### src/design/pfcib_pkg.sv
// Shared types and constants for the PFC ingress buffer admission block.
package pfcib_pkg;

	localparam int BYTE_W  = 26;
	localparam int RSV_W   = 20;
	localparam int SHIFT_W = 5;
	localparam int PORTS_W = 7;
	localparam int PKT_W   = 16;
	localparam int SIZE_W  = 16;
	localparam int PORT_W  = 6;
	localparam int QIDX_W  = 3;
	localparam int CIDX_W  = 3;
	localparam int SETA_W  = PORTS_W + RSV_W + 1;
	localparam int USED_W  = SETA_W + 1;

	localparam logic [BYTE_W-1:0] BYTE_MAX = '1;
	localparam logic [PKT_W-1:0]  PKT_MAX  = '1;

	localparam logic [BYTE_W-1:0] RST_BUFFER  = BYTE_W'(12 * 1024 * 1024);
	localparam logic [RSV_W-1:0]  RST_RESERVE = RSV_W'(4 * 1024);
	localparam logic [RSV_W-1:0]  RST_RESUME  = RSV_W'(3 * 1024);

	typedef enum logic [CIDX_W-1:0] {
		REG_BUFFER       = 3'd0,
		REG_RESERVE      = 3'd1,
		REG_RESUME       = 3'd2,
		REG_HEADROOM     = 3'd3,
		REG_ALPHA        = 3'd4,
		REG_ACTIVE_PORTS = 3'd5
	} cfg_reg_t;

	typedef struct packed {
		logic [BYTE_W-1:0]  buffer_bytes;
		logic [RSV_W-1:0]   reserve_bytes;
		logic [RSV_W-1:0]   resume_offset_bytes;
		logic [RSV_W-1:0]   headroom_bytes;
		logic [SHIFT_W-1:0] alpha_shift;
		logic [PORTS_W-1:0] active_ports;
	} cfg_t;

	typedef struct packed {
		logic [BYTE_W-1:0] ingress;
		logic [BYTE_W-1:0] headroom;
		logic              paused;
		logic [PKT_W-1:0]  packets;
	} entry_t;

	typedef enum logic [2:0] {
		ST_CLEAR,
		ST_IDLE,
		ST_READ,
		ST_THRESH,
		ST_UPDATE,
		ST_USED,
		ST_CHECK_TH,
		ST_CHECK
	} state_t;

	typedef struct packed {
		logic clr_write;
		logic load;
		logic mem_read;
		logic calc_used;
		logic calc_th;
		logic su_from_ent;
		logic update;
		logic finish;
	} cmd_t;

	typedef struct packed {
		logic clr_last;
		logic out_free;
	} status_t;

	function automatic logic [BYTE_W-1:0] sat_byte(input logic [BYTE_W:0] x);
		sat_byte = x[BYTE_W] ? BYTE_MAX : x[BYTE_W-1:0];
	endfunction

endpackage

### src/design/pfcib_ctrl.sv
// Sequencing controller: clear sweep, then one event through read, update and check.
module pfcib_ctrl (
	input  logic               clk,
	input  logic               arst_n,
	input  logic               in_valid,
	output logic               in_stall,
	input  pfcib_pkg::status_t st,
	output pfcib_pkg::cmd_t    cmd
);

	pfcib_pkg::state_t state_q, state_d;

	always_ff @(posedge clk or negedge arst_n) begin
		if (!arst_n) begin
			state_q <= pfcib_pkg::ST_CLEAR;
		end else begin
			state_q <= state_d;
		end
	end

	always_comb begin
		state_d  = state_q;
		cmd      = '0;
		in_stall = 1'b1;
		case (state_q)
			pfcib_pkg::ST_CLEAR: begin
				cmd.clr_write = 1'b1;
				if (st.clr_last) begin
					state_d = pfcib_pkg::ST_IDLE;
				end
			end
			pfcib_pkg::ST_IDLE: begin
				in_stall = 1'b0;
				cmd.load = in_valid;
				if (in_valid) begin
					state_d = pfcib_pkg::ST_READ;
				end
			end
			pfcib_pkg::ST_READ: begin
				cmd.mem_read  = 1'b1;
				cmd.calc_used = 1'b1;
				state_d       = pfcib_pkg::ST_THRESH;
			end
			pfcib_pkg::ST_THRESH: begin
				cmd.calc_th = 1'b1;
				state_d     = pfcib_pkg::ST_UPDATE;
			end
			pfcib_pkg::ST_UPDATE: begin
				cmd.update = 1'b1;
				state_d    = pfcib_pkg::ST_USED;
			end
			pfcib_pkg::ST_USED: begin
				cmd.calc_used = 1'b1;
				state_d       = pfcib_pkg::ST_CHECK_TH;
			end
			pfcib_pkg::ST_CHECK_TH: begin
				cmd.calc_th     = 1'b1;
				cmd.su_from_ent = 1'b1;
				state_d         = pfcib_pkg::ST_CHECK;
			end
			pfcib_pkg::ST_CHECK: begin
				if (st.out_free) begin
					cmd.finish = 1'b1;
					state_d    = pfcib_pkg::ST_IDLE;
				end
			end
			default: begin
				state_d = pfcib_pkg::ST_CLEAR;
			end
		endcase
	end

endmodule

### config.mk
export PLATFORM = sky130hd
export DESIGN_NAME = pfcib_ctrl
export DESIGN_NICKNAME = d
export VERILOG_FILES = /design/src/design/pfcib_pkg.sv /design/src/design/pfcib_ctrl.sv
export SDC_FILE = /design/constraint.sdc
export NUM_CORES = 1
export LEC_CHECK = 0
export BUFFER_PORTS_ARGS = -buffer_cell sky130_fd_sc_hd__buf_2
export CORE_AREA = 2 2 39 41
export DETAILED_ROUTE_END_ITERATION = 8
export DIE_AREA = 0 0 41 43
export GPL_TIMING_DRIVEN = 0
export PLACE_DENSITY = 0.55
export REMOVE_ABC_BUFFERS = 1
export SLEW_MARGIN = 20
export SYNTH_ARGS = -nofsm -noshare
export SYNTH_HDL_FRONTEND = slang
export SYNTH_SLANG_ARGS = --single-unit
export TNS_END_PERCENT = 20
### constraint.sdc
create_clock -name clk -period 1.1 [get_ports clk]
set_input_delay 0.165 -clock clk [delete_from_list [all_inputs] [get_ports clk]]
set_output_delay 0.165 -clock clk [all_outputs]
set_load 0.01 [all_outputs]
Word level (Yosys, flattened, before mapping)

Cells that the tools add are included.

Register bits: 3

Equality and inequality tests: 10
Muxes and demuxes: 14
Reductions and logical operators: 4

Operator list:

| operator                                                         | number |
|---|---|
| 3-bit case mux with 8 select lines                               | 1 |
| 3-bit == test (second input constant)                            | 4 |
| 1-bit two-way mux                                                | 10 |
| 3-bit two-way mux                                                | 3 |
| 3-bit by 2-bit == test with 1-bit output (second input constant) | 2 |
| 2-bit != test (second input constant)                            | 3 |
| 2-bit OR reduction                                               | 2 |
| 3-bit by 1-bit == test with 1-bit output (second input constant) | 1 |
| 3-bit zero test                                                  | 1 |
| 3-bit AND reduction                                              | 1 |

Logic depth before layout (Yosys ltp)

Gate-level depths: netlist of run 1.

Depth in word-level cells: 3
Depth in mapped cells: 3
Gate-level depth less buffers: 2

Least setup slack after synthesis of run 1

No wires, ideal clock.

Path type: register to output
Start point: register state_q[1]
End point: output port cmd[4] (netlist bit)
Data arrival time: 0.877 ns
Data required time: 0.935 ns
Slack: 0.058 ns
Stages on the path, launching flop included: 4
Cells stage by stage: dfrtp_1 -> buf_4 -> nor3b_2 -> a21o_1

RTL lines:

| element                  | RTL line         | source |
|---|---|---|
| start: declaration       | pfcib_ctrl.sv:11 | `pfcib_pkg::state_t state_q, state_d;` |
| start signal: assignment | pfcib_ctrl.sv:15 | `state_q <= pfcib_pkg::ST_CLEAR;` |
| start signal: assignment | pfcib_ctrl.sv:17 | `state_q <= state_d;` |
| end: declaration         | pfcib_ctrl.sv:8  | `output pfcib_pkg::cmd_t cmd` |

==> PnR_summary.wiki, run 1 <==
{| class="wikitable"
! Metric !! Value
|-
| Crit path max-delay cell type || sky130_fd_sc_hd__dfrtp_2
|-
| Wire per inst || 10.6 µm
|-
| CTS buffer count || 3
|-
| Number of vias after detailed routing || 300
|-
| Synth Register Bits || 3
|-
| Cell depth of the worst min-delay path || 3
|-
| Worst-case reg-to-reg path depth || 4
|-
| # H-tree levels || 1
|-
| Clock period minus worst slack || 1.31 ns
|-
| Hpwl dp || 384 µm
|-
| Fmax || 762 MHz
|-
| Registers with the most flip-flops || state_q: 3 flops
|-
| Hold Worst Slack || 0.240 ns
|-
| Clock insertion delay at the later pin of the skew report || 0.23 ns
|-
| Power density normalized to cell area || 2960 mW/mm²
|-
| Worst min path class || primary input to flop
|-
| Layout overhead on the synthesized area || 74.8%
|-
| Router iterations before antenna repair || 4
|-
| Antenna diode instance count || 0
|-
| Worst-case headroom to the max-slew limit || 84.5%
|-
| Post-synthesis cell type count || 21
|-
| Most frequent standard cell in the layout excluding fill and tap cells || sky130_fd_sc_hd__buf_2
|-
| Launching point of the worst reg2reg path || state_q[2]
|-
| Clock tree root driver cell || sky130_fd_sc_hd__clkbuf_4
|-
| Num ports || 14
|-
| Antenna-violating nets left || 0
|-
| CTS tree || done
|-
| Starting density of the core || 20.4%
|-
| Crit share post-route || 119%
|-
| Die Span X || 41 µm
|-
| Type of destination of the critical path || output pin
|-
| Buffer depth of the longest clock path || 2
|-
| Start point of the critical path || state_q[1]
|-
| Transition time at the pin with the least slew margin || 0.230 ns
|-
| Cell chain of the critical path || nor3b_4 > a21o_1 > buf_2
|-
| CP max FO || 6
|-
| RSZ-0062 raised after global routing || true
|-
| Slew Limit Fails || 0
|-
| Die Span Y || 43 µm
|-
| Register-to-Register Setup Slack || -0.14 ns
|-
| Peak supply drop || 0.861 mV
|-
| Ratio of cells with drive above 1 in the final layout || 75.5%
|-
| Floorplan core area || 0.00138 mm²
|-
| Antenna violations before repair || 0
|-
| First-pass GRT wire length || 1240 µm
|-
| Largest net degree at the start of global routing || 9
|-
| Cell count after synthesis || 29
|-
| Final Routed Wirelength || 733 µm
|-
| Top library cells by usage in the layout, fill and taps aside || sky130_fd_sc_hd__buf_2, sky130_fd_sc_hd__buf_6, sky130_fd_sc_hd__buf_4
|-
| Post-detailed-route DRC marker count || 0
|-
| # clock sinks || 3
|-
| # Max-Cap Violations || 0
|-
| Via count of the first global-routing pass || 284
|-
| Leakage power of the design || 0.247 nW
|-
| Vias per inst || 4.35
|-
| Startpoint class of the critical path || flop
|-
| Kind of critical path || flop to output pin
|-
| Number of input and output port buffers inserted || 13
|-
| Fillers || 155
|-
| Reg-to-Reg End || state_q[0]
|-
| Mean cell area of the mapped netlist || 9.75 µm²
|-
| Hold Crit Endpoint || state_q[1]
|-
| Number of flip-flops under the largest register name || 3
|-
| GR Util All Layers || 11.2%
|-
| Outcome || complete, but fails checks
|-
| Final count of negative-setup-slack endpoints || 12
|-
| Mapped cell area || 283 µm²
|-
| Die ar. || 0.00176 mm²
|-
| Final standard cell utilization of the core || 35.7%
|-
| Required time of the critical path || 0.94 ns
|-
| Final Wtd Congestion || 0.707
|-
| Clock transition at the registers of the reported paths || 0.03 ns
|-
| Failing checks || setup timing
|-
| Leftover overflow at the end of global routing || 0
|-
| Fin Setup TNS || -1.72 ns
|-
| Worst Path Arrival || 1.15 ns
|-
| Buffer and inverter count on the worst path || 1
|-
| Number of DRC violations after detailed-routing iteration 0 || 2
|-
| Overall power || 1.46 mW
|-
| Total number of placement rows || 14
|-
| Fin worst setup slack || -0.212 ns
|-
| Final setup skew || 0.00500 ns
|-
| Top cell family by delay on the critical path || flip-flops
|-
| Largest register by flop count || state_q
|-
| Synth Warn # || 0
|-
| Startpoint of the most critical hold path || st[0]
|-
| Sequential-to-total area share from yosys stat || 26.5%
|-
| Delay of the slowest cell on the worst path || 0.46 ns
|-
| Fin nets || 59
|-
| Number of hold violations in the final report || 0
|}
==> synth_stat cells <==
library cell               n  share of area (%)
sky130_fd_sc_hd__and3b_2   2                7.1
sky130_fd_sc_hd__and3_1    1                2.2
sky130_fd_sc_hd__nor3_1    1                1.8
sky130_fd_sc_hd__nor4_2    1                4.4
sky130_fd_sc_hd__buf_6     2                8.0
sky130_fd_sc_hd__nand2b_1  1                2.2
sky130_fd_sc_hd__nor2b_1   1                2.2
sky130_fd_sc_hd__nor2_1    2                2.7
sky130_fd_sc_hd__o21a_1    1                2.7
sky130_fd_sc_hd__xor2_1    1                3.1
sky130_fd_sc_hd__and2_2    1                2.7
sky130_fd_sc_hd__nand2_1   1                1.3
sky130_fd_sc_hd__and2_1    2                4.4
sky130_fd_sc_hd__nand4_1   1                2.2
sky130_fd_sc_hd__dfrtp_1   3                 27
sky130_fd_sc_hd__inv_1     1                1.3
sky130_fd_sc_hd__a21o_1    1                2.7
sky130_fd_sc_hd__buf_4     1                2.7
sky130_fd_sc_hd__or2_1     1                2.2
sky130_fd_sc_hd__nor3b_2   2                8.8
sky130_fd_sc_hd__a211oi_2  2                8.8
==> layout make-up <==
cell class / count / area [µm²] / area share, %
Multi-Input combinational cell: 22 / 195 / 39.5
Timing Repair Buffer: 23 / 170 / 34.4
Sequential cell: 3 / 78.8 / 15.9
Clock buffer: 4 / 26.3 / 5.32
Tap cell: 16 / 20.0 / 4.05
Inverter: 1 / 3.75 / 0.759
==> tightest hold or removal path, stage by stage <==
cell and delay (ns):
sky130_fd_sc_hd__buf_2 0.08, sky130_fd_sc_hd__nand2b_1 0.11, sky130_fd_sc_hd__a211oi_2 0.07
==> metal layers <==
layer | global-route usage, % | vias to the layer above | wire length (µm)
met1 | 14.2 | 139 | 330
met3 | 3.14 | 2 | 36
met2 | 13.4 | 11 | 347
li1 | - | 148 | -
met4 | 12.0 | 0 | 19
met5 | 0 | - | 0
==> kinds of logic after synthesis <==
group                     count (synthesis)  share of synthesized area, %
AOI/OAI and AO/OA                         4                          14.2
xor gates and xnor gates                  1                          3.10
DFF                                       3                          26.5
and+or+nand+nor                          17                          44.3
buffers and inverters                     4                          11.9
==> through the flow <==
stage	cells	setup slack, ns	instance area (µm²)
after floorplan	26	-0.000780	253
after global placement	55	-0.119	338
after detailed placement	55	-0.116	338
after CTS	69	-0.214	492
after global routing	69	-0.247	494
final	69	-0.212	494
==> timing repair <==
item                       CTS  global route
hold buffers                 1             0
buffers inserted             9             0
setup endpoints to repair   10            12
resized for setup           18             1
pin swaps                    7             0
hold endpoints to repair     3             0
==> power breakdown <==
part / total [mW] / internal (mW) / switching [mW]
clock network: 0.193 / 0.136 / 0.0567
logic: 0.942 / 0.588 / 0.355
registers: 0.326 / 0.176 / 0.150
==> worst max path at each step <==
stage | to | slack (ns) | cells past startpoint
detailed placement | cmd[4] | -0.12 | 3
CTS | cmd[4] | -0.21 | 3
finish | cmd[4] | -0.21 | 3
global route | cmd[3] | -0.25 | 3
global placement | cmd[4] | -0.12 | 3
floorplan | cmd[4] | -0.0008 | 2
Power figures use the tool's default switching activity.
==> inputs of run 2 (changes only) <==
Settings changed: PLACE_DENSITY 0.55 to 0.54.
==> run 2 against run 1 <==
Net effect: the flow still finishes with violations (setup timing); final area is 4.8% lower; via count is 2.3% lower; total power is 6.1% lower; critical path depth stayed put; register-to-register slack better by 0.04 ns; non-clock buffer count is 1 lower; utilization is 1.7 points lower; sequential power is 5% lower; clock skew is 0.0013 ns lower; critical path type unchanged.
==> PnR_summary.wiki, run 2 (synthesized netlist as in run 1, its figures left out) <==
{| class="wikitable"
! Metric !! Value
|-
| Outcome || complete, but fails checks
|-
| Failing checks || setup timing
|-
| Hpwl dp || 398 µm (+3.6%)
|-
| Clock transition at the registers of the reported paths || 0.04 ns (about the same)
|-
| Required time of the critical path || 0.94 ns (about the same)
|-
| Cell chain of the critical path || nor3b_2 > a21o_1 > buf_2
|-
| Crit share post-route || 120% (+1.2 points)
|-
| Final count of negative-setup-slack endpoints || 11 (-1)
|-
| Worst Path Arrival || 1.16 ns (about the same)
|-
| Post-placement cell count || 55 (unchanged)
|-
| Largest register by flop count || state_q
|-
| Antenna diode instance count || 0 (unchanged)
|-
| Ratio of cells with drive above 1 in the final layout || 73.1% (-2.4 points)
|-
| CTS tree || done
|-
| Starting density of the core || 20.4% (unchanged)
|-
| Leftover overflow at the end of global routing || 0 (unchanged)
|-
| Peak supply drop || 1.12 mV (+30%)
|-
| Kind of critical path || flop to output pin
|-
| Antenna violations before repair || 0 (unchanged)
|-
| CTS buffer count || 3 (unchanged)
|-
| Crit path max-delay cell type || sky130_fd_sc_hd__dfrtp_2
|-
| Die ar. || 0.00176 mm² (unchanged)
|-
| # clock sinks || 3 (unchanged)
|-
| Number of vias after detailed routing || 293 (-2.3%)
|-
| Registers with the most flip-flops || state_q: 3 flops
|-
| Largest net degree at the start of global routing || 9 (unchanged)
|-
| Delay of the slowest cell on the worst path || 0.46 ns (about the same)
|-
| Number of input and output port buffers inserted || 13 (unchanged)
|-
| Clock period minus worst slack || 1.33 ns (+0.0135 ns)
|-
| Fin worst setup slack || -0.225 ns (-0.0135 ns)
|-
| Num ports || 14 (unchanged)
|-
| # Max-Cap Violations || 0 (unchanged)
|-
| Buffer depth of the longest clock path || 2 (unchanged)
|-
| Antenna-violating nets left || 0 (unchanged)
|-
| Die Span X || 41 µm (unchanged)
|-
| Final Wtd Congestion || 0.662 (-6.4%)
|-
| Worst min path class || primary input to flop
|-
| GR Util All Layers || 11.0% (-0.20 points)
|-
| Die Span Y || 43 µm (unchanged)
|-
| Number of DRC violations after detailed-routing iteration 0 || 1 (-1)
|-
| Slew Limit Fails || 0 (unchanged)
|-
| RSZ-0062 raised after global routing || true
|-
| Layout overhead on the synthesized area || 66.4%
|-
| Leakage power of the design || 0.236 nW (-4.7%)
|-
| Final setup skew || 0.00369 ns (-0.00131 ns)
|-
| Total number of placement rows || 14 (unchanged)
|-
| CP max FO || 7 (+1)
|-
| Number of flip-flops under the largest register name || 3 (unchanged)
|-
| Number of hold violations in the final report || 0 (unchanged)
|-
| Clock insertion delay at the later pin of the skew report || 0.23 ns (about the same)
|-
| Fin nets || 58 (-1.7%)
|-
| Overall power || 1.37 mW (-6.1%)
|-
| Wire per inst || 10.6 µm (-0.47%)
|-
| Fmax || 755 MHz (-1.0%)
|-
| Worst-case headroom to the max-slew limit || 85.8% (+1.3 points)
|-
| Post-route standard cell area excluding fillers || 470 µm² (-4.8%)
|-
| Post-detailed-route DRC marker count || 0 (unchanged)
|-
| Transition time at the pin with the least slew margin || 0.212 ns (-0.0185 ns)
|-
| Startpoint class of the critical path || flop
|-
| Router iterations before antenna repair || 2 (-2)
|-
| Most frequent standard cell in the layout excluding fill and tap cells || sky130_fd_sc_hd__buf_2
|-
| # H-tree levels || 1 (unchanged)
|-
| Power density normalized to cell area || 2910 mW/mm² (-1.4%)
|-
| Type of destination of the critical path || output pin
|-
| First-pass GRT wire length || 1240 µm (unchanged)
|-
| Vias per inst || 4.31 (-0.90%)
|-
| Top library cells by usage in the layout, fill and taps aside || sky130_fd_sc_hd__buf_2, sky130_fd_sc_hd__buf_4, sky130_fd_sc_hd__clkbuf_4, sky130_fd_sc_hd__buf_6, sky130_fd_sc_hd__dfrtp_2
|-
| Final standard cell utilization of the core || 34.0% (-1.7 points)
|-
| Clock tree root driver cell || sky130_fd_sc_hd__clkbuf_4
|-
| Count of non-filler cells in the finished layout || 68 (-1.4%)
|-
| Cell area after placement || 338 µm² (unchanged)
|-
| Floorplan core area || 0.00138 mm² (unchanged)
|-
| Final Routed Wirelength || 719 µm (-1.9%)
|-
| Via count of the first global-routing pass || 277 (-2.5%)
|}
-- run 2: power breakdown --
part / total (mW) / leakage, nW / internal, mW / switching (mW)
Sequential: 0.311 / 0.0301 / 0.176 / 0.135
Combinational: 0.867 / 0.190 / 0.514 / 0.352
Clock: 0.194 / 0.0150 / 0.136 / 0.0577
Total: 1.37 / 0.236 / 0.826 / 0.545
-- run 2: timing repair --
action                     in CTS  in global routing
hold buffers                    1                  0
setup buffers                   8                  0
hold endpoints to repair        3                  0
setup endpoints to repair      10                 12
gates cloned                    0                  0
gates resized for setup        13                  3
pin swaps                       0                  1
-- run 2: per-stage QoR --
stage / hold WS, ns / setup WS, ns / setup TNS (ns)
global route: 0.248 / -0.284 / -2.52
finish: 0.242 / -0.225 / -1.77
global placement: -0.0402 / -0.115 / -0.401
CTS: 0.231 / -0.232 / -1.91
detailed placement: -0.0391 / -0.124 / -0.548
floorplan: -0.131 / -0.000780 / -0.000780
-- run 2: metal layers --
layer  vias to the layer above  track usage (%)  part of all wire [%]
li1                        145                -                     -
met1                       134             16.2                    46
met2                        12             12.8                    45
met3                         2             3.14                   6.3
met4                         0             8.00                   2.2
met5                         -                0                     0
-- run 2: path summary, 6_finish.rpt --
path | from | to | slack (ns) | depth (start not counted)
min in group asynchronous | arst_n | state_q[0] | 0.26 | 2
setup reg to reg | state_q[0] | state_q[0] | -0.10 | 4
hold reg to reg | state_q[1] | state_q[0] | 0.70 | 2
hold / removal | in_valid | state_q[0] | 0.24 | 3
max in group asynchronous | arst_n | state_q[1] | 0.72 | 2
setup / recovery | state_q[1] | cmd[4] | -0.23 | 3
-- run 2: critical path, delay by kind of cell, from the launching register on --
family	cells	cell delay (ns)
buffers and inverters	1	0.13
DFF	1	0.46
AOI/OAI and AO/OA	1	0.15
and+or+nand+nor	1	0.19
-- run 2: cell type report --
cell class / count / area [µm²]
multi-input cells: 22 / 195
flip-flops and latches: 3 / 78.8
inverters: 1 / 3.75
clock buffers: 4 / 26.3
well taps: 16 / 20.0
fillers: 149 / 913
repair buffers: 22 / 146
